--- src/design/hppc_pkg.sv ---
// ----------------------------------------------------------------------------
// Pixel compositor package
// Shared types and constants for the layer compositor.
// ----------------------------------------------------------------------------
package hppc_pkg;

  localparam logic [2:0] LayerSprite   = 3'd4;
  localparam logic [2:0] LayerBackdrop = 3'd5;

  localparam logic [1:0] FxNone     = 2'd0;
  localparam logic [1:0] FxAlpha    = 2'd1;
  localparam logic [1:0] FxBrighten = 2'd2;
  localparam logic [1:0] FxDarken   = 2'd3;

  localparam logic [2:0] RegBgMode    = 3'd0;
  localparam logic [2:0] RegBlank     = 3'd1;
  localparam logic [2:0] RegLayerEn   = 3'd2;
  localparam logic [2:0] RegBgPrio    = 3'd3;
  localparam logic [2:0] RegWinMasks  = 3'd4;
  localparam logic [2:0] RegBlendCtl  = 3'd5;
  localparam logic [2:0] RegBlendCoef = 3'd6;
  localparam logic [2:0] RegBackdrop  = 3'd7;

  localparam logic [23:0] WhiteRgb = 24'hF8F8F8;

  // Result of the layer selection stage.
  typedef struct packed {
    logic [2:0]  lay0;
    logic [2:0]  lay1;
    logic [14:0] color0;
    logic [14:0] color1;
    logic        fx_en;
    logic        alpha_obj;
    logic        blank;
  } sel_t;

  // Chosen effect and its two coefficients.
  typedef struct packed {
    logic [14:0] c1;
    logic [14:0] c2;
    logic [1:0]  effect;
    logic [4:0]  k1;
    logic [4:0]  k2;
    logic        blank;
  } fx_t;

  function automatic logic [4:0] clamp16(input logic [4:0] v);
    return (v > 5'd16) ? 5'd16 : v;
  endfunction

endpackage

--- src/design/hppc_effect.sv ---
// ----------------------------------------------------------------------------
// Pixel compositor effect unit
// Two-stage color effect: products are registered, then summed and clamped.
// ----------------------------------------------------------------------------
module hppc_effect (
  input  logic             clk_i,
  input  logic             rst_ni,
  input  logic             valid_i,
  input  hppc_pkg::fx_t    fx_i,
  output logic             valid_o,
  output logic [23:0]      rgb_o
);

  logic [2:0][9:0] pa_d, pa_q, pb_d, pb_q;
  logic [2:0][4:0] base_q;
  logic [1:0]      eff_q;
  logic            blank_q, v1_q, v2_q;
  logic [23:0]     rgb_d, rgb_q;

  always_comb begin
    logic [4:0] a, b;
    for (int k = 0; k < 3; k++) begin
      a = fx_i.c1[5*k +: 5];
      b = fx_i.c2[5*k +: 5];
      unique case (fx_i.effect)
        hppc_pkg::FxAlpha: begin
          pa_d[k] = {5'b0, a} * {5'b0, fx_i.k1};
          pb_d[k] = {5'b0, b} * {5'b0, fx_i.k2};
        end
        hppc_pkg::FxBrighten: begin
          pa_d[k] = {5'b0, 5'd31 - a} * {5'b0, fx_i.k1};
          pb_d[k] = '0;
        end
        hppc_pkg::FxDarken: begin
          pa_d[k] = {5'b0, a} * {5'b0, fx_i.k1};
          pb_d[k] = '0;
        end
        default: begin
          pa_d[k] = '0;
          pb_d[k] = '0;
        end
      endcase
    end
  end

  always_ff @(posedge clk_i or negedge rst_ni) begin
    if (!rst_ni) begin
      v1_q <= 1'b0;
      v2_q <= 1'b0;
    end else begin
      v1_q <= valid_i;
      v2_q <= v1_q;
    end
  end

  always_ff @(posedge clk_i) begin
    pa_q    <= pa_d;
    pb_q    <= pb_d;
    eff_q   <= fx_i.effect;
    blank_q <= fx_i.blank;
    for (int k = 0; k < 3; k++) begin
      base_q[k] <= fx_i.c1[5*k +: 5];
    end
    rgb_q <= rgb_d;
  end

  always_comb begin
    logic [10:0] s;
    logic [4:0]  c;
    rgb_d = '0;
    for (int k = 0; k < 3; k++) begin
      s = {1'b0, pa_q[k]} + {1'b0, pb_q[k]};
      unique case (eff_q)
        hppc_pkg::FxAlpha:    c = (s[10:4] > 7'd31) ? 5'd31 : s[8:4];
        hppc_pkg::FxBrighten: c = base_q[k] + s[8:4];
        hppc_pkg::FxDarken:   c = base_q[k] - s[8:4];
        default:              c = base_q[k];
      endcase
      rgb_d[8*(2-k) +: 8] = {c, 3'b000};
    end
    if (blank_q) begin
      rgb_d = hppc_pkg::WhiteRgb;
    end
  end

  assign valid_o = v2_q;
  assign rgb_o   = rgb_q;

endmodule

--- src/design/handheld_ppu_pixel_compositor.sv ---
// ----------------------------------------------------------------------------
// Handheld PPU pixel compositor
// Ranks backgrounds and sprite per pixel, applies windows and color effects.
// ----------------------------------------------------------------------------
//  channel   signals                          direction
//  pixel     start, busy, bg*/sprite*         in
//  config    cfg_valid_i/ready_o, idx, data   in
//  result    done_o, pixel_rgb_o              out
//
// One word is accepted every cycle; busy is always low.
// Each word's result goes through sel_q, fx_q and the effect unit to pixel_rgb_o.
// Stage 1 selects the layers, stage 2 the effect, stages 3 and 4 compute it.
// Reset clears the config registers and valid bits; the receiver cannot stall.
module handheld_ppu_pixel_compositor (
  input  logic        clk_i,
  input  logic        rst_ni,
  input  logic        start,
  output logic        busy,
  input  logic [15:0] bg0_pixel_i,
  input  logic [15:0] bg1_pixel_i,
  input  logic [15:0] bg2_pixel_i,
  input  logic [15:0] bg3_pixel_i,
  input  logic [15:0] sprite_pixel_i,
  input  logic [1:0]  sprite_priority_i,
  input  logic        sprite_alpha_i,
  input  logic        sprite_window_i,
  input  logic        inside_win0_i,
  input  logic        inside_win1_i,
  input  logic        cfg_valid_i,
  output logic        cfg_ready_o,
  input  logic [2:0]  cfg_index_i,
  input  logic [23:0] cfg_data_i,
  output logic        done_o,
  output logic [23:0] pixel_rgb_o
);

  logic [2:0]  bg_mode_q;
  logic        blank_q;
  logic [7:0]  layer_en_q, bg_prio_q;
  logic [23:0] win_masks_q;
  logic [13:0] blend_ctl_q;
  logic [14:0] coef_q, backdrop_q;

  assign busy        = 1'b0;
  assign cfg_ready_o = 1'b1;

  always_ff @(posedge clk_i or negedge rst_ni) begin
    if (!rst_ni) begin
      bg_mode_q   <= '0;
      blank_q     <= '0;
      layer_en_q  <= '0;
      bg_prio_q   <= '0;
      win_masks_q <= '0;
      blend_ctl_q <= '0;
      coef_q      <= '0;
      backdrop_q  <= '0;
    end else if (cfg_valid_i) begin
      unique case (cfg_index_i)
        hppc_pkg::RegBgMode:    bg_mode_q   <= cfg_data_i[2:0];
        hppc_pkg::RegBlank:     blank_q     <= cfg_data_i[0];
        hppc_pkg::RegLayerEn:   layer_en_q  <= cfg_data_i[7:0];
        hppc_pkg::RegBgPrio:    bg_prio_q   <= cfg_data_i[7:0];
        hppc_pkg::RegWinMasks:  win_masks_q <= cfg_data_i;
        hppc_pkg::RegBlendCtl:  blend_ctl_q <= cfg_data_i[13:0];
        hppc_pkg::RegBlendCoef: coef_q      <= cfg_data_i[14:0];
        hppc_pkg::RegBackdrop:  backdrop_q  <= cfg_data_i[14:0];
        default: ;
      endcase
    end
  end

  // Stage 1: window mask and layer ranking.
  logic [3:0][15:0] bgs;
  assign bgs = {bg3_pixel_i, bg2_pixel_i, bg1_pixel_i, bg0_pixel_i};

  hppc_pkg::sel_t sel_d, sel_q;
  logic           v1_q;
  logic           v2_q;

  always_comb begin
    logic [5:0] mask;
    logic [3:0] inrange, vis;
    logic [2:0] prio0, prio1, sp;
    logic [2:0] lay0, lay1;
    logic [1:0] bp;
    logic       aobj;
    unique case (bg_mode_q)
      3'd0:                inrange = 4'b1111;
      3'd1:                inrange = 4'b0111;
      3'd2:                inrange = 4'b1100;
      3'd3, 3'd4, 3'd5:    inrange = 4'b0100;
      default:             inrange = 4'b0000;
    endcase
    mask = 6'h3F;
    if (layer_en_q[7:5] != 3'b000) begin
      if (layer_en_q[5] && inside_win0_i)       mask = win_masks_q[5:0];
      else if (layer_en_q[6] && inside_win1_i)  mask = win_masks_q[11:6];
      else if (layer_en_q[7] && sprite_window_i) mask = win_masks_q[23:18];
      else                                      mask = win_masks_q[17:12];
    end
    for (int b = 0; b < 4; b++) begin
      vis[b] = inrange[b] & layer_en_q[b] & mask[b] & ~bgs[b][15];
    end
    prio0 = 3'd4; prio1 = 3'd4;
    lay0 = hppc_pkg::LayerBackdrop; lay1 = hppc_pkg::LayerBackdrop;
    // Front to back: lower priority value, then lower index.
    for (int p = 0; p < 4; p++) begin
      for (int b = 0; b < 4; b++) begin
        bp = bg_prio_q[2*b +: 2];
        if (vis[b] && bp == p[1:0]) begin
          if (lay0 == hppc_pkg::LayerBackdrop) begin
            lay0 = b[2:0]; prio0 = {1'b0, bp};
          end else if (lay1 == hppc_pkg::LayerBackdrop) begin
            lay1 = b[2:0]; prio1 = {1'b0, bp};
          end
        end
      end
    end
    aobj = 1'b0;
    sp = {1'b0, sprite_priority_i};
    if (mask[4] && layer_en_q[4] && !sprite_pixel_i[15]) begin
      if (sp <= prio0) begin
        lay1 = lay0;
        lay0 = hppc_pkg::LayerSprite;
        aobj = sprite_alpha_i;
      end else if (sp <= prio1) begin
        lay1 = hppc_pkg::LayerSprite;
      end
    end
    sel_d.lay0 = lay0;
    sel_d.lay1 = lay1;
    sel_d.color0 = (lay0 == hppc_pkg::LayerSprite) ? sprite_pixel_i[14:0] :
                   (lay0 == hppc_pkg::LayerBackdrop) ? backdrop_q : bgs[lay0[1:0]][14:0];
    sel_d.color1 = (lay1 == hppc_pkg::LayerSprite) ? sprite_pixel_i[14:0] :
                   (lay1 == hppc_pkg::LayerBackdrop) ? backdrop_q : bgs[lay1[1:0]][14:0];
    sel_d.fx_en = mask[5] | aobj;
    sel_d.alpha_obj = aobj;
    sel_d.blank = blank_q;
  end

  always_ff @(posedge clk_i or negedge rst_ni) begin
    if (!rst_ni) begin
      v1_q <= 1'b0;
      v2_q <= 1'b0;
    end else begin
      v1_q <= start;
      v2_q <= v1_q;
    end
  end

  // Stage 2: effect decision.
  hppc_pkg::fx_t fx_d, fx_q;

  always_comb begin
    logic [1:0] eff;
    logic       dst, src;
    eff = blend_ctl_q[1:0];
    dst = blend_ctl_q[3'd2 + {1'b0, sel_q.lay0}];
    src = blend_ctl_q[4'd8 + {1'b0, sel_q.lay1}];
    fx_d.c1 = sel_q.color0;
    fx_d.c2 = sel_q.color1;
    fx_d.blank = sel_q.blank;
    fx_d.effect = hppc_pkg::FxNone;
    if (sel_q.fx_en) begin
      if (sel_q.alpha_obj && src) fx_d.effect = hppc_pkg::FxAlpha;
      else if (dst && eff != hppc_pkg::FxNone && (src || eff != hppc_pkg::FxAlpha))
        fx_d.effect = eff;
    end
    if (fx_d.effect == hppc_pkg::FxAlpha) begin
      fx_d.k1 = hppc_pkg::clamp16(coef_q[4:0]);
      fx_d.k2 = hppc_pkg::clamp16(coef_q[9:5]);
    end else begin
      fx_d.k1 = hppc_pkg::clamp16(coef_q[14:10]);
      fx_d.k2 = '0;
    end
  end

  always_ff @(posedge clk_i) begin
    sel_q <= sel_d;
    fx_q  <= fx_d;
  end

  hppc_effect u_effect (
    .clk_i   (clk_i),
    .rst_ni  (rst_ni),
    .valid_i (v2_q),
    .fx_i    (fx_q),
    .valid_o (done_o),
    .rgb_o   (pixel_rgb_o)
  );

`ifndef NO_ASSERTIONS
  a_never_busy: assert property (@(posedge clk_i) disable iff (!rst_ni) !busy)
    else $error("busy raised");
  a_latency: assert property (@(posedge clk_i) disable iff (!rst_ni)
    v2_q |=> ##1 done_o) else $error("result lost");
  a_no_spurious: assert property (@(posedge clk_i) disable iff (!rst_ni)
    done_o |-> $past(v2_q, 2)) else $error("unexpected result");
`endif

endmodule

--- config.mk ---
export PLATFORM = sky130hd
export DESIGN_NAME = handheld_ppu_pixel_compositor
export DESIGN_NICKNAME = d
export VERILOG_FILES = /design/src/design/hppc_pkg.sv /design/src/design/hppc_effect.sv /design/src/design/handheld_ppu_pixel_compositor.sv
export SDC_FILE = /design/constraint.sdc
export NUM_CORES = 1
export LEC_CHECK = 0
export BUFFER_PORTS_ARGS = -buffer_cell sky130_fd_sc_hd__buf_2
export CAP_MARGIN = 20
export CORE_MARGIN = 10
export CORE_UTILIZATION = 61
export CTS_CLUSTER_SIZE = 8
export DETAILED_ROUTE_END_ITERATION = 7
export PLACE_DENSITY = 0.91
export SYNTH_ARGS = -nofsm -noshare
export SYNTH_HDL_FRONTEND = slang
export SYNTH_SLANG_ARGS = --single-unit
--- constraint.sdc ---
create_clock -name clk_i -period 12.9 [get_ports clk_i]
set_input_delay 3.225 -clock clk_i [delete_from_list [all_inputs] [get_ports clk_i]]
set_output_delay 3.225 -clock clk_i [all_outputs]
set_load 0.02 [all_outputs]
### Word level (Yosys, flattened, before mapping)

Index checks and enable logic that the tools add are counted.

| cells by class | value |
|---|---|
| multiply operators | 9 |
| magnitude comparators | 12 |
| reductions and logical operators | 45 |
| eq/ne operators | 65 |
| add/subtract/negate cells | 14 |
| muxes and demuxes | 190 |
| bitwise logic cells | 18 |

Operators with widths:

| kind | count |
|---|---|
| 3-bit two-way mux | 155 |
| 3-bit equality test, second input constant | 39 |
| 5-bit by 5-bit multiplier with 10-bit output | 9 |
| 15-bit two-way mux | 6 |
| 16-bit binary-select mux with 2-bit select | 2 |
| 10-bit case mux with 2 select lines | 3 |
| 5-bit case mux with 3 select lines | 3 |
| 10-bit by 10-bit adder with 11-bit output | 3 |
| 5-bit two-way mux | 6 |
| 2-bit equality test, second input constant | 12 |
| 1-bit logical AND | 24 |
| 6-bit two-way mux | 4 |
| 7-bit by 5-bit > comparator with 1-bit output, second input constant | 3 |
| 4-bit case mux with 4 select lines | 1 |
| 2-bit AND reduction | 8 |
| 5-bit adder | 3 |
| 5-bit > comparator, second input constant | 3 |
| 5-bit subtractor | 3 |
| 5-bit subtractor, first input constant | 3 |
| 2-bit by 1-bit equality test with 1-bit output, second input constant | 7 |
| 1-bit bitwise AND | 12 |
| 3-bit by 2-bit equality test with 1-bit output, second input constant | 4 |
| 4-bit by 5-bit < comparator with 1-bit output, second input constant | 2 |
| 10-bit two-way mux | 1 |
| other kinds (19) | 37 |

| storage, ports and cells | value |
|---|---|
| register bits after elaboration | 276 |
| input bits | 117 |
| logic and storage cells | 392 |

### Longest topological paths before layout

Gate-level depths: netlist of run 1.

| logic depth | value |
|---|---|
| depth in word-level cells | 76 |
| mapped depth | 28 |
| mapped depth without buffers | 25 |

### Cells and area by module

From an unflattened synthesis of run 1, not the netlist that was laid out.

| unflattened totals | value |
|---|---|
| cells, all modules | 2091 |
| area, all modules | 20006.7 um^2 |

By module, submodules not included:

| module | instances | cells an instance | area an instance (um^2) |
|---|---|---|---|
| hppc_effect | 1 | 1261 | 11169.5 |
| handheld_ppu_pixel_compositor | 1 | 830 | 8837.2 |

### Least setup slack after synthesis of run 1

OpenSTA, ideal clock, no wires.

| timing path | value |
|---|---|
| path kind | input to register |
| from | input sprite_window_i |
| to | register sel_q (netlist bit fx_d[17]) |
| setup time | 132 ps |
| arrival time | 8125 ps |
| slack | 4643 ps |
| buffers on the path | 3 |
| stages | 23 |
| cell sequence | clkbuf_1 and3_1 o21ai_1 a21oi_2 inv_1 ha_1 nand2_1 a211o_1 mux2_2 and2_1 buf_2 a2111o_1 nor2_2 a32oi_1 ha_1 nor2b_1 o21ai_0 o21ai_2 mux2_4 buf_6 mux2_1 a221oi_1 a221oi_2 |

RTL lines:

| what | RTL line | text |
|---|---|---|
| start, declared | handheld_ppu_pixel_compositor.sv:26 | `input logic sprite_window_i,` |
| end signal, assigned | handheld_ppu_pixel_compositor.sv:179 | `sel_q <= sel_d;` |
| end, declared | handheld_ppu_pixel_compositor.sv:76 | `hppc_pkg::sel_t sel_d, sel_q;` |

==> run_summary.xml, run 1 <==
<?xml version="1.0" encoding="UTF-8"?>
<metrics>
  <group name="clock_network">
    <metric name="cts-buffers-inserted" unit="">39</metric>
    <metric name="clk-insertion-delay-late" unit="ps">530</metric>
    <metric name="cts.hold.buffers_added" unit="">0</metric>
    <metric name="post_cts_resize_count" unit="">0</metric>
    <metric name="cts_post_setup_buffers_inserted" unit="">0</metric>
    <metric name="clock_tree.buffer_depth" unit="">3</metric>
    <metric name="ctsHtreeMaxLevel" unit="">2</metric>
    <metric name="clkSinkCount" unit="">267</metric>
    <metric name="tritoncts_clock_tree" unit="">yes</metric>
    <metric name="cts.reportedPaths.clkPinSlew" unit="ps">50</metric>
    <metric name="cts_root_buffer" unit="">sky130_fd_sc_hd__clkbuf_16</metric>
  </group>
  <group name="final_layout">
    <metric name="finalNetCount" unit="">2625</metric>
    <metric name="final_design_area_no_fill" unit="mm2">0.02173</metric>
    <metric name="post_route_cells_drive_above_1_share" unit="%">15.50</metric>
    <metric name="area_delta_synth_final" unit="%">10.13</metric>
    <metric name="fin_util" unit="%">68.52</metric>
    <metric name="final_cell_count_no_fill" unit="">2623</metric>
  </group>
  <group name="power">
    <metric name="power.density" unit="mW/mm2">212.9</metric>
    <metric name="totalPowerFinal" unit="mW">4.627</metric>
    <metric name="max-vdd-ir-drop" unit="uV">118.5</metric>
    <metric name="leakage" unit="nW">10.79</metric>
  </group>
  <group name="logic_synthesis">
    <metric name="synth_top_cells_by_area" unit="">sky130_fd_sc_hd__dfxtp_1 18%, sky130_fd_sc_hd__ha_1 14%, sky130_fd_sc_hd__dfrtp_1 12%</metric>
    <metric name="yosysTopAreaCellShare" unit="%">17.75</metric>
    <metric name="synth.ff_latch_count" unit="">267</metric>
    <metric name="yosys_most_used_dff" unit="">sky130_fd_sc_hd__dfxtp_1</metric>
    <metric name="ys_top_cells_by_count" unit="">218 x sky130_fd_sc_hd__inv_1, 216 x sky130_fd_sc_hd__ha_1, 191 x sky130_fd_sc_hd__nand2_1</metric>
    <metric name="yosys_warning_total" unit="">0</metric>
    <metric name="synth_enable_flop_cells" unit="">0</metric>
    <metric name="yosys.cell_count.top_type" unit="">sky130_fd_sc_hd__inv_1</metric>
    <metric name="synth_top_area_cell" unit="">sky130_fd_sc_hd__dfxtp_1</metric>
    <metric name="postSynth.asyncResetShare" unit="%">34.46</metric>
    <metric name="post_synth_inst_count" unit="">2106</metric>
    <metric name="synthesized_area_per_cell" unit="um2">9.370</metric>
    <metric name="netlist_area" unit="mm2">0.01973</metric>
    <metric name="synthDistinctLibCells" unit="">97</metric>
    <metric name="seq_area_frac_synth" unit="%">29.42</metric>
  </group>
  <group name="setup_path">
    <metric name="max_stage_delay" unit="ps">730</metric>
    <metric name="critPathMaxFanout" unit="">14</metric>
    <metric name="timing.critical_path.to_type" unit="">flop</metric>
    <metric name="slowest_stage" unit="">sky130_fd_sc_hd__o32ai_4</metric>
    <metric name="worst-endpoint-arrival" unit="ps">9450</metric>
    <metric name="startpoint_type_of_the_worst_setup_path" unit="">input port</metric>
    <metric name="setup.worst_path.class" unit="">in2reg</metric>
    <metric name="cp_data_required_time" unit="ps">13320</metric>
    <metric name="crit_chain" unit="">buf_2 -&gt; and2_1 -&gt; a311oi_4 -&gt; a21oi_2 -&gt; inv_1 -&gt; ha_1 -&gt; inv_1 -&gt; nor4_4 -&gt; and2_1 -&gt; a2111o_1 -&gt; o31ai_2 -&gt; or3_1 -&gt; a21oi_1 -&gt; and3b_1 -&gt; ha_1 -&gt; nor2b_1 -&gt; o21ai_0 -&gt; o21a_1 -&gt; o22ai_1 -&gt; o32ai_4 -&gt; a221oi_1 -&gt; a221oi_1</metric>
  </group>
  <group name="outcome">
    <metric name="outcome" unit="">finished clean</metric>
  </group>
  <group name="routing">
    <metric name="firstDrtPassIters" unit="">8</metric>
    <metric name="drt-vias-per-instance" unit="">6.249</metric>
    <metric name="vias" unit="">16390</metric>
    <metric name="drt-total-wl" unit="um">55900</metric>
    <metric name="drt-wirelength-per-cell" unit="um">21.31</metric>
    <metric name="drcViolationCount" unit="">0</metric>
    <metric name="detailedRoute.firstIterationViolations" unit="">1498</metric>
    <metric name="drt.antenna.violating_nets" unit="">0</metric>
  </group>
  <group name="floorplanning">
    <metric name="initial_utilization" unit="%">62.22</metric>
    <metric name="fp.dieH" unit="um">199.9</metric>
    <metric name="design.portCount" unit="">144</metric>
    <metric name="floorplan.rows" unit="">65</metric>
    <metric name="core-area" unit="mm2">0.03172</metric>
    <metric name="chipWidth" unit="um">199.9</metric>
    <metric name="fp.dieArea" unit="mm2">0.03995</metric>
  </group>
  <group name="grt">
    <metric name="grt_max_degree" unit="">88</metric>
    <metric name="grt_first_pass_wirelength" unit="um">88420</metric>
    <metric name="grt_pass1_vias" unit="">17197</metric>
    <metric name="overflow" unit="">0</metric>
    <metric name="grt_antenna_before_repair" unit="">4</metric>
    <metric name="grt_util_all_layers" unit="%">27.83</metric>
  </group>
  <group name="sta">
    <metric name="final.hold.worst_slack" unit="ps">323.7</metric>
    <metric name="clock.fmax" unit="MHz">110.7</metric>
    <metric name="finalSetupViolCount" unit="">0</metric>
    <metric name="final_max_slew_viol_count" unit="">0</metric>
    <metric name="post-route-min-period" unit="ps">9031</metric>
    <metric name="fin_ws" unit="ps">3869</metric>
    <metric name="timing.setup.tns" unit="ps">0</metric>
    <metric name="worstMarginPinSlew" unit="ps">1104</metric>
    <metric name="hold_violations" unit="">0</metric>
    <metric name="fin_worst_skew" unit="ps">18.05</metric>
    <metric name="rsz_0062_raised_after_global_routing" unit="">false</metric>
    <metric name="post-route-period-util" unit="%">70.01</metric>
    <metric name="maxSlewHeadroom" unit="%">26.27</metric>
  </group>
  <group name="place">
    <metric name="gp_congestion" unit="">0.9448</metric>
    <metric name="post-place-ws" unit="ps">3527</metric>
    <metric name="place.port_buffers" unit="">132</metric>
    <metric name="post_dp_cell_area" unit="mm2">0.02057</metric>
    <metric name="hpwl" unit="um">40480</metric>
    <metric name="numPlacedInstances" unit="">2565</metric>
  </group>
  <group name="run">
    <metric name="maximum_capacitance_violations" unit="">0</metric>
  </group>
  <group name="hold_path">
    <metric name="min-delay-path-class" unit="">reg2reg</metric>
  </group>
</metrics>
[path summary, 6_finish.rpt]
check,from,end,slack [ps],depth (start not counted)
worst max register to register,layer_en_q[6],fx_d[15],6220,21
max in group asynchronous,rst_ni,backdrop_q[10],9550,3
worst max-delay path,inside_win1_i,fx_d[15],3870,22
worst min-delay path,fx_d[19],fx_q[19],320,0
worst min register to register,fx_d[19],fx_q[19],320,0
min in group asynchronous,rst_ni,layer_en_q[2],2510,1
[critical path, delay by kind of cell]
kind	cells	cell delay (ps)
and+or+nand+nor	6	1840
adders and majority gates	2	700
buffers and inverters	3	530
AOI/OAI and AO/OA	11	3140
[placed cells by master (no fill, tap or decap), types with 9 or more instances in the layout]
cell and n:
sky130_fd_sc_hd__dfrtp_1 92, sky130_fd_sc_hd__o21bai_1 10, sky130_fd_sc_hd__and3_1 16, sky130_fd_sc_hd__dfxtp_1 175
sky130_fd_sc_hd__buf_4 12, sky130_fd_sc_hd__nand2_1 191, sky130_fd_sc_hd__o22ai_1 26, sky130_fd_sc_hd__fa_1 84
sky130_fd_sc_hd__nand2b_1 59, sky130_fd_sc_hd__and2_1 99, sky130_fd_sc_hd__inv_1 218, sky130_fd_sc_hd__xnor2_1 60
sky130_fd_sc_hd__o31ai_1 23, sky130_fd_sc_hd__ha_1 216, sky130_fd_sc_hd__xor2_1 24, sky130_fd_sc_hd__a221oi_2 12
sky130_fd_sc_hd__o21ai_0 46, sky130_fd_sc_hd__nand3_1 17, sky130_fd_sc_hd__a22o_1 10, sky130_fd_sc_hd__a211o_1 13
sky130_fd_sc_hd__o21a_1 9, sky130_fd_sc_hd__conb_1 11, sky130_fd_sc_hd__mux2_2 93, sky130_fd_sc_hd__a21oi_1 69
sky130_fd_sc_hd__clkbuf_16 39, sky130_fd_sc_hd__nor2_1 134, sky130_fd_sc_hd__nor3_1 12, sky130_fd_sc_hd__a221oi_1 30
sky130_fd_sc_hd__clkbuf_1 10, sky130_fd_sc_hd__a21o_1 49, sky130_fd_sc_hd__mux2_1 11, sky130_fd_sc_hd__nor2b_1 59
sky130_fd_sc_hd__buf_2 131
[layer usage]
layer	GRT usage, %	share of wire (%)	up-vias
li1	-	-	7346
met1	30.87	36	7907
met2	48.86	50	848
met3	4.722	7.1	285
met4	17.50	7.0	4
met5	0	0.057	-
[kinds of logic after synthesis]
kind of cell	count (synthesis)	share of synthesized area [%]
AO/OA/AOI/OAI	383	14.89
AND/OR/NAND/NOR	640	16.42
multiplexers	115	6.771
adder cells (fa/ha/maj)	301	22.27
XOR/XNOR	84	3.728
flip-flops	267	29.42
buffers and inverters	314	6.461
other	2	0.03806
[cell type report]
type                       instances  area, um2
antenna                            1      2.502
clock buffer                      51       1041
tap                              402      503.0
sequential                       267       5806
fill                            2191       9986
inverter                         219      822.0
timing repair buffer             147      833.3
clock inverter                     2      32.53
multi-input combinational       1534      12690
[report_power, final]
group	internal [mW]	switching, mW	leakage, nW
Clock	0.556	0.360	0.521
Sequential	1.09	0.300	2.55
Combinational	1.00	1.32	7.71
[flip-flops by register name (all words and copies together) (netlist names)]
signal	flops
bg_mode_q	3
blend_ctl_q	14
u_effect.valid_o	1
backdrop_q	15
sel_q	8
v1_q	1
u_effect.base_q	15
fx_d	31
fx_q	43
u_effect.v1_q	1
layer_en_q	8
u_effect.pb_q	30
bg_prio_q	8
u_effect.pa_q	30
u_effect.blank_q	1
v2_q	1
u_effect.rgb_o	15
win_masks_q	24
u_effect.eff_q	2
blank_q	1
coef_q	15
Power figures use the tool's default switching activity.
==> run 2, diff against run 1 <==
--- a/config.mk
+++ b/config.mk
@@ -5,13 +5,14 @@
 export SDC_FILE = /design/constraint.sdc
 export NUM_CORES = 1
 export LEC_CHECK = 0
+export ABC_AREA = 1
 export BUFFER_PORTS_ARGS = -buffer_cell sky130_fd_sc_hd__buf_2
 export CAP_MARGIN = 20
 export CORE_MARGIN = 10
-export CORE_UTILIZATION = 61
+export CORE_UTILIZATION = 56
 export CTS_CLUSTER_SIZE = 8
 export DETAILED_ROUTE_END_ITERATION = 7
-export PLACE_DENSITY = 0.91
+export PLACE_DENSITY = 0.88
 export SYNTH_ARGS = -nofsm -noshare
 export SYNTH_HDL_FRONTEND = slang
 export SYNTH_SLANG_ARGS = --single-unit
==> constraint.sdc (replaced) <==
create_clock -name clk_i -period 7.8 [get_ports clk_i]
set_input_delay 1.95 -clock clk_i [delete_from_list [all_inputs] [get_ports clk_i]]
set_output_delay 1.95 -clock clk_i [all_outputs]
set_load 0.02 [all_outputs]
==> run 2 against run 1 <==
  * Synthesized cell count up 28%
  * Hold slack worse by 17 ps
  * Die area grew 10%
  * Area after synthesis rose by 2.1%
  * Via count up 12%
  * Clock skew increased by 15 ps
  * Non-clock buffer count rose by 9
  * Design area up 2.6%
  * Critical path depth grew 20
  * Critical endpoint is now fx_d[24]
  * Largest cell class unchanged
==> run_summary.xml, run 2 <==
<?xml version="1.0" encoding="UTF-8"?>
<metrics>
  <group name="place">
    <metric name="hpwl" unit="um">44560</metric>
    <metric name="gp_congestion" unit="">0.9803</metric>
    <metric name="numPlacedInstances" unit="">3224</metric>
    <metric name="post_dp_cell_area" unit="mm2">0.02109</metric>
    <metric name="place.port_buffers" unit="">132</metric>
  </group>
  <group name="routing">
    <metric name="detailedRoute.firstIterationViolations" unit="">1745</metric>
    <metric name="drt-vias-per-instance" unit="">5.577</metric>
    <metric name="drt-wirelength-per-cell" unit="um">17.81</metric>
    <metric name="drt.antenna.violating_nets" unit="">0</metric>
    <metric name="drt-total-wl" unit="um">58540</metric>
    <metric name="vias" unit="">18331</metric>
    <metric name="drcViolationCount" unit="">0</metric>
    <metric name="firstDrtPassIters" unit="">7</metric>
  </group>
  <group name="logic_synthesis">
    <metric name="synthesized_area_per_cell" unit="um2">7.456</metric>
    <metric name="synth_top_area_cell" unit="">sky130_fd_sc_hd__dfxtp_1</metric>
    <metric name="post_synth_and_or_nand_nor_area_fraction" unit="%">23.65</metric>
    <metric name="synth_enable_flop_cells" unit="">0</metric>
    <metric name="multiplexer_area_fraction_after_synthesis" unit="%">0.5032</metric>
    <metric name="seq_area_frac_synth" unit="%">28.83</metric>
    <metric name="postSynth.asyncResetShare" unit="%">34.46</metric>
    <metric name="netlist_area" unit="mm2">0.02014</metric>
    <metric name="synthAdderAreaFrac" unit="%">21.77</metric>
    <metric name="ys_top_cells_by_count" unit="">593 x sky130_fd_sc_hd__nand2_1, 517 x sky130_fd_sc_hd__inv_1, 216 x sky130_fd_sc_hd__ha_1</metric>
    <metric name="yosys_most_used_dff" unit="">sky130_fd_sc_hd__dfxtp_1</metric>
    <metric name="synth-compound-area-share" unit="%">11.08</metric>
    <metric name="synth_top_cells_by_area" unit="">sky130_fd_sc_hd__dfxtp_1 17%, sky130_fd_sc_hd__ha_1 13%, sky130_fd_sc_hd__dfrtp_1 11%</metric>
    <metric name="post_synth_inst_count" unit="">2701</metric>
    <metric name="yosys.cell_count.top_type" unit="">sky130_fd_sc_hd__nand2_1</metric>
    <metric name="yosysTopAreaCellShare" unit="%">17.40</metric>
    <metric name="yosys_warning_total" unit="">0</metric>
    <metric name="synthXorXnorAreaFrac" unit="%">1.696</metric>
    <metric name="synthDistinctLibCells" unit="">67</metric>
    <metric name="synth_top_family_by_area" unit="">simple AND/OR/NAND/NOR gates</metric>
    <metric name="synth.ff_latch_count" unit="">267</metric>
  </group>
  <group name="sta">
    <metric name="final_max_slew_viol_count" unit="">0</metric>
    <metric name="rsz_0062_raised_after_global_routing" unit="">false</metric>
    <metric name="maxSlewHeadroom" unit="%">29.30</metric>
    <metric name="hold_violations" unit="">0</metric>
    <metric name="clock.fmax" unit="MHz">141.8</metric>
    <metric name="fin_worst_skew" unit="ps">33.23</metric>
    <metric name="worstMarginPinSlew" unit="ps">1059</metric>
    <metric name="post-route-period-util" unit="%">90.41</metric>
    <metric name="timing.setup.tns" unit="ps">0</metric>
    <metric name="finalSetupViolCount" unit="">0</metric>
    <metric name="post-route-min-period" unit="ps">7052</metric>
  </group>
  <group name="grt">
    <metric name="overflow" unit="">0</metric>
    <metric name="grt_first_pass_wirelength" unit="um">95100</metric>
    <metric name="grt_pass1_vias" unit="">18958</metric>
    <metric name="grt_max_degree" unit="">58</metric>
    <metric name="grt_antenna_before_repair" unit="">4</metric>
    <metric name="grt_util_all_layers" unit="%">26.18</metric>
  </group>
  <group name="setup_path">
    <metric name="timing.critical_path.to_type" unit="">flop</metric>
    <metric name="startpoint_type_of_the_worst_setup_path" unit="">input port</metric>
    <metric name="setup.worst_path.class" unit="">in2reg</metric>
    <metric name="critPathMostFrequentCell" unit="">sky130_fd_sc_hd__nand2_1</metric>
    <metric name="max_stage_delay" unit="ps">320</metric>
    <metric name="cp_data_required_time" unit="ps">8240</metric>
    <metric name="worst-endpoint-arrival" unit="ps">7490</metric>
    <metric name="slowest_stage" unit="">sky130_fd_sc_hd__a41oi_1</metric>
    <metric name="critPathMaxFanout" unit="">31</metric>
  </group>
  <group name="floorplanning">
    <metric name="floorplan.rows" unit="">69</metric>
    <metric name="fp.dieH" unit="um">209.6</metric>
    <metric name="core-area" unit="mm2">0.03557</metric>
    <metric name="fp.dieArea" unit="mm2">0.04395</metric>
    <metric name="initial_utilization" unit="%">56.62</metric>
    <metric name="chipWidth" unit="um">209.6</metric>
    <metric name="design.portCount" unit="">144</metric>
  </group>
  <group name="clock_network">
    <metric name="clk-insertion-delay-late" unit="ps">570</metric>
    <metric name="cts_root_buffer" unit="">sky130_fd_sc_hd__clkbuf_16</metric>
    <metric name="clock_tree.buffer_depth" unit="">3</metric>
    <metric name="cts.reportedPaths.clkPinSlew" unit="ps">50</metric>
    <metric name="cts.hold.buffers_added" unit="">0</metric>
    <metric name="tritoncts_clock_tree" unit="">yes</metric>
    <metric name="ctsHtreeMaxLevel" unit="">2</metric>
    <metric name="cts-buffers-inserted" unit="">39</metric>
    <metric name="clkSinkCount" unit="">267</metric>
  </group>
  <group name="final_layout">
    <metric name="post_route_cells_drive_above_1_share" unit="%">11.51</metric>
    <metric name="registers.top_by_ff_count" unit="">fx_q</metric>
    <metric name="fin_util" unit="%">62.68</metric>
    <metric name="area_delta_synth_final" unit="%">10.70</metric>
    <metric name="number_of_flip_flops_under_the_largest_register_name" unit="">43</metric>
    <metric name="seqCellArea" unit="mm2">0.005806</metric>
    <metric name="finalNetCount" unit="">3223</metric>
    <metric name="final_cell_mix" unit="">593 x sky130_fd_sc_hd__nand2_1, 517 x sky130_fd_sc_hd__inv_1, 216 x sky130_fd_sc_hd__ha_1</metric>
    <metric name="layout_commonest_cell" unit="">sky130_fd_sc_hd__nand2_1</metric>
    <metric name="fillers" unit="">3005</metric>
    <metric name="multi_input_area" unit="mm2">0.01187</metric>
    <metric name="final_cell_count_no_fill" unit="">3287</metric>
    <metric name="final_design_area_no_fill" unit="mm2">0.02230</metric>
  </group>
  <group name="hold_path">
    <metric name="min-delay-path-class" unit="">reg2reg</metric>
  </group>
  <group name="power">
    <metric name="power.density" unit="mW/mm2">308.2</metric>
    <metric name="leakage" unit="nW">12.54</metric>
    <metric name="p_comb_share" unit="%">45.2</metric>
    <metric name="p_seq_share" unit="%">31.7</metric>
    <metric name="clock_power_share" unit="%">23.1</metric>
    <metric name="cell_internal_pwr" unit="mW">3.862</metric>
    <metric name="netSwitchingFraction" unit="%">43.79</metric>
    <metric name="net-switching-power" unit="mW">3.009</metric>
    <metric name="max-vdd-ir-drop" unit="uV">251.8</metric>
  </group>
  <group name="run">
    <metric name="maximum_capacitance_violations" unit="">0</metric>
  </group>
  <group name="outcome">
    <metric name="outcome" unit="">finished clean</metric>
  </group>
</metrics>
## run 2: repair_timing
| action | in CTS | in global routing |
|---|---|---|
| setup buffers | 0 | 0 |
| endpoints found under the setup margin | 0 | 15 |
| resized for setup | 0 | 2 |
## run 2: kinds of logic (layout without fill, tap and decap cells)
kind of cell	after synthesis	count (layout)
and+or+nand+nor	1081	1081
buffers and inverters	635	749
AOI/OAI and AO/OA	368	368
adders and majority gates	300	300
DFF	267	267
xor gates and xnor gates	39	39
muxes	9	9
other	2	13
## run 2: cell type report
class | instances | share of cell area, %
tap | 461 | 2.587
sequential | 267 | 26.04
clock inverter | 3 | 0.3592
antenna | 2 | 0.02245
multi-input combinational | 1808 | 53.26
inverter | 534 | 9.013
clock buffer | 56 | 4.759
timing repair buffer | 156 | 3.962
## run 2: path summary, 6_finish.rpt
check,start,endpoint,slack (ps),cells after the start
worst max-delay path,sprite_window_i,fx_d[24],750,42
worst min-delay path,fx_d[21],fx_q[21],310,0
worst max register to register,layer_en_q[7],fx_d[24],1710,41
worst min register to register,fx_d[21],fx_q[21],310,0
max in group asynchronous,rst_ni,backdrop_q[6],5320,2
min in group asynchronous,rst_ni,win_masks_q[21],1330,1
## run 2: power by group through the flow
stage	logic [mW]	clock network, mW	registers (mW)
2_1_floorplan	2.33	0	1.98
3_3_place_gp	2.87	0	2.17
3_5_place_dp	3.00	0	2.18
4_1_cts	3.06	1.60	2.16
5_1_grt	3.52	1.65	2.21
6_report	3.11	1.59	2.18
## run 2: routing by layer
metal | global-route usage [%] | vias to the layer above | routed length [um] | share of wire, %
li1 | - | 8698 | - | -
met5 | 0 | - | 31 | 0.053
met1 | 30.69 | 8524 | 22980 | 39
met4 | 11.91 | 4 | 2718 | 4.6
met2 | 44.94 | 905 | 27740 | 47
met3 | 5.642 | 200 | 5068 | 8.7
## run 2: through the flow
stage | hold slack (ps) | setup WS (ps) | power (mW)
2_1_floorplan | 309.6 | 1282 | 4.302
3_3_place_gp | 310.2 | 232.8 | 5.039
3_5_place_dp | 312.1 | 51.96 | 5.183
4_1_cts | 308.1 | 588.0 | 6.818
5_1_grt | 304.8 | 68.68 | 7.391
6_report | 307.1 | 748.4 | 6.871
## run 2: critical path, delay by kind of cell
kind	cells	cell delay [ps]
AOI/OAI and AO/OA	3	530
buffers and inverters	7	950
and+or+nand+nor	30	3420
adders and majority gates	2	600
==> run 3, diff against run 2 <==
--- a/config.mk
+++ b/config.mk
@@ -12,7 +12,7 @@
 export CORE_UTILIZATION = 56
 export CTS_CLUSTER_SIZE = 8
 export DETAILED_ROUTE_END_ITERATION = 7
-export PLACE_DENSITY = 0.88
+export PLACE_DENSITY = 0.75
 export SYNTH_ARGS = -nofsm -noshare
 export SYNTH_HDL_FRONTEND = slang
 export SYNTH_SLANG_ARGS = --single-unit
==> run 3 against run 2 <==
  * Sequential power about the same
  * Critical path depth increased by 1
  * Count of clock-buffer cells in the layout increased by 2
  * Sequential cell count unchanged
  * Clock skew decreased by 19 ps
  * Global-route usage decreased by 1.1 points
  * Wire length decreased by 4.5%
  * Maximum frequency increased by 0.19%
  * Combinational power about the same
  * Largest power group unchanged
==> run_summary.xml, run 3 (same netlist as run 2, synthesis figures left out) <==
<?xml version="1.0" encoding="UTF-8"?>
<metrics>
  <group name="routing">
    <metric name="wl_met3" unit="um">3768</metric>
    <metric name="firstDrtPassIters" unit="">5</metric>
    <metric name="drt.antenna.violating_nets" unit="">0</metric>
    <metric name="drt-total-wl" unit="um">55900</metric>
    <metric name="detailedRoute.firstIterationViolations" unit="">1113</metric>
    <metric name="drt-vias-per-instance" unit="">5.398</metric>
    <metric name="maxUsedRoutingLayer" unit="">met4</metric>
    <metric name="route.layer.met1.wl" unit="um">23130</metric>
    <metric name="routed-wl-met2" unit="um">27220</metric>
    <metric name="drt-wirelength-per-cell" unit="um">17.00</metric>
    <metric name="vias" unit="">17748</metric>
    <metric name="drcViolationCount" unit="">0</metric>
  </group>
  <group name="final_layout">
    <metric name="finalNetCount" unit="">3224</metric>
    <metric name="fin_util" unit="%">62.72</metric>
    <metric name="final_design_area_no_fill" unit="mm2">0.02231</metric>
    <metric name="final_cell_mix" unit="">593 x sky130_fd_sc_hd__nand2_1, 517 x sky130_fd_sc_hd__inv_1, 216 x sky130_fd_sc_hd__ha_1</metric>
    <metric name="area_delta_synth_final" unit="%">10.77</metric>
    <metric name="post_route_cells_drive_above_1_share" unit="%">11.53</metric>
    <metric name="final_cell_count_no_fill" unit="">3288</metric>
    <metric name="registers.top_by_ff_count" unit="">fx_q</metric>
    <metric name="fillers" unit="">3197</metric>
    <metric name="number_of_flip_flops_under_the_largest_register_name" unit="">43</metric>
    <metric name="antenna_cells" unit="">0</metric>
    <metric name="layout_commonest_cell" unit="">sky130_fd_sc_hd__nand2_1</metric>
  </group>
  <group name="power">
    <metric name="power.density" unit="mW/mm2">306.7</metric>
    <metric name="max-vdd-ir-drop" unit="uV">284.8</metric>
    <metric name="leakage" unit="nW">12.55</metric>
    <metric name="totalPowerFinal" unit="mW">6.841</metric>
  </group>
  <group name="floorplanning">
    <metric name="floorplan.rows" unit="">69</metric>
    <metric name="core-area" unit="mm2">0.03557</metric>
    <metric name="fp.dieH" unit="um">209.6</metric>
    <metric name="chipWidth" unit="um">209.6</metric>
    <metric name="initial_utilization" unit="%">56.62</metric>
    <metric name="design.portCount" unit="">144</metric>
    <metric name="fp.dieArea" unit="mm2">0.04395</metric>
  </group>
  <group name="sta">
    <metric name="fin_ws" unit="ps">761.6</metric>
    <metric name="rsz_0062_raised_after_global_routing" unit="">false</metric>
    <metric name="maxSlewHeadroom" unit="%">28.37</metric>
    <metric name="clock.fmax" unit="MHz">142.1</metric>
    <metric name="final.hold.worst_slack" unit="ps">319.9</metric>
    <metric name="final_max_slew_viol_count" unit="">0</metric>
    <metric name="post-route-period-util" unit="%">90.24</metric>
    <metric name="hold_violations" unit="">0</metric>
    <metric name="worstMarginPinSlew" unit="ps">1073</metric>
    <metric name="fin_worst_skew" unit="ps">14.45</metric>
    <metric name="finalSetupViolCount" unit="">0</metric>
    <metric name="post-route-min-period" unit="ps">7038</metric>
    <metric name="timing.setup.tns" unit="ps">0</metric>
  </group>
  <group name="setup_path">
    <metric name="slowest_stage" unit="">sky130_fd_sc_hd__ha_1</metric>
    <metric name="max_stage_delay" unit="ps">300</metric>
    <metric name="worstRegToRegCells" unit="">39</metric>
    <metric name="worst_r2r_endpoint" unit="">fx_d[26]</metric>
    <metric name="critPathMostFrequentCell" unit="">sky130_fd_sc_hd__nand2_1</metric>
    <metric name="timing.critical_path.to_type" unit="">flop</metric>
    <metric name="r2r_setup_slack" unit="ps">1790</metric>
    <metric name="startpoint_type_of_the_worst_setup_path" unit="">input port</metric>
    <metric name="worst-endpoint-arrival" unit="ps">7470</metric>
    <metric name="cp_data_required_time" unit="ps">8240</metric>
    <metric name="setup.worst_path.class" unit="">in2reg</metric>
    <metric name="critPathMaxFanout" unit="">41</metric>
    <metric name="worstReg2RegStart" unit="">bg_mode_q[2]</metric>
  </group>
  <group name="clock_network">
    <metric name="tritoncts_clock_tree" unit="">yes</metric>
    <metric name="cts_root_buffer" unit="">sky130_fd_sc_hd__clkbuf_16</metric>
    <metric name="cts-buffers-inserted" unit="">39</metric>
    <metric name="clk-insertion-delay-late" unit="ps">550</metric>
    <metric name="cts_post_setup_buffers_inserted" unit="">0</metric>
    <metric name="clock_tree.buffer_depth" unit="">3</metric>
    <metric name="clkSinkCount" unit="">267</metric>
    <metric name="post_cts_resize_count" unit="">0</metric>
    <metric name="cts.reportedPaths.clkPinSlew" unit="ps">50</metric>
    <metric name="cts.hold.buffers_added" unit="">0</metric>
    <metric name="ctsHtreeMaxLevel" unit="">2</metric>
  </group>
  <group name="hold_path">
    <metric name="hold_path.startpoint" unit="">fx_d[34]</metric>
    <metric name="timing.hold.worst_path_depth" unit="">0</metric>
    <metric name="holdPathEnd" unit="">fx_q[34]</metric>
    <metric name="min-delay-path-class" unit="">reg2reg</metric>
  </group>
  <group name="grt">
    <metric name="grt_antenna_before_repair" unit="">0</metric>
    <metric name="grt_pass1_vias" unit="">18032</metric>
    <metric name="grt_max_degree" unit="">75</metric>
    <metric name="grt_first_pass_wirelength" unit="um">90730</metric>
    <metric name="overflow" unit="">0</metric>
    <metric name="grt_util_all_layers" unit="%">25.09</metric>
  </group>
  <group name="place">
    <metric name="hpwl" unit="um">43730</metric>
    <metric name="gp_congestion" unit="">0.9508</metric>
    <metric name="post_dp_cell_area" unit="mm2">0.02112</metric>
    <metric name="numPlacedInstances" unit="">3225</metric>
    <metric name="place.port_buffers" unit="">132</metric>
    <metric name="post-place-ws" unit="ps">163.9</metric>
  </group>
  <group name="run">
    <metric name="maximum_capacitance_violations" unit="">0</metric>
  </group>
  <group name="outcome">
    <metric name="outcome" unit="">finished clean</metric>
  </group>
</metrics>
## run 3: cell count changes in the layout (fill, tap and decap cells not counted), sizes merged
| cell | change |
|---|---|
| clkbuf | +2 |
| clkinv | -2 |
| inv | +2 |
| diode | -2 |
| buf | +1 |
## run 3: area by class of cell
type	count	area [um2]	area share [%]
Multi-Input combinational cell	1808	11890	53.28
Sequential cell	267	5806	26.02
Inverter	534	2009	9.007
Clock buffer	58	1067	4.784
Timing Repair Buffer	157	915.9	4.105
Tap cell	461	576.8	2.586
Clock inverter	3	48.80	0.2187
## run 3: how the worst max path moves through the flow
stage | startpoint | to | slack (ps) | cells past startpoint
final | inside_win1_i | fx_d[26] | 760 | 43
after global routing | inside_win1_i | fx_d[21] | 7 | 45
after CTS | inside_win1_i | fx_d[25] | 690 | 41
after detailed placement | inside_win1_i | fx_d[25] | 160 | 39
after global placement | inside_win1_i | fx_d[20] | 380 | 41
after floorplan | inside_win1_i | fx_d[17] | 1280 | 38
## run 3: layer usage
| metal | vias to the layer above | track usage [%] |
|---|---|---|
| li1 | 8714 | - |
| met1 | 8340 | 30.16 |
| met2 | 581 | 44.16 |
| met3 | 113 | 4.573 |
| met5 | - | 0 |
| met4 | 0 | 8.385 |
## run 3: critical path, delay by kind of cell
kind / cells / cell delay (ps)
buf+inv: 8 / 870
fa+ha+maj: 2 / 560
simple gates: 30 / 3710
compound gates: 3 / 360
## run 3: power by group
| part | leakage, nW | internal, mW | total [mW] | switching (mW) |
|---|---|---|---|---|
| combinational | 9.43 | 1.15 | 3.09 | 1.94 |
| sequential | 2.59 | 1.76 | 2.17 | 0.410 |
| clock | 0.539 | 0.942 | 1.58 | 0.635 |
| total | 12.6 | 3.86 | 6.84 | 2.98 |
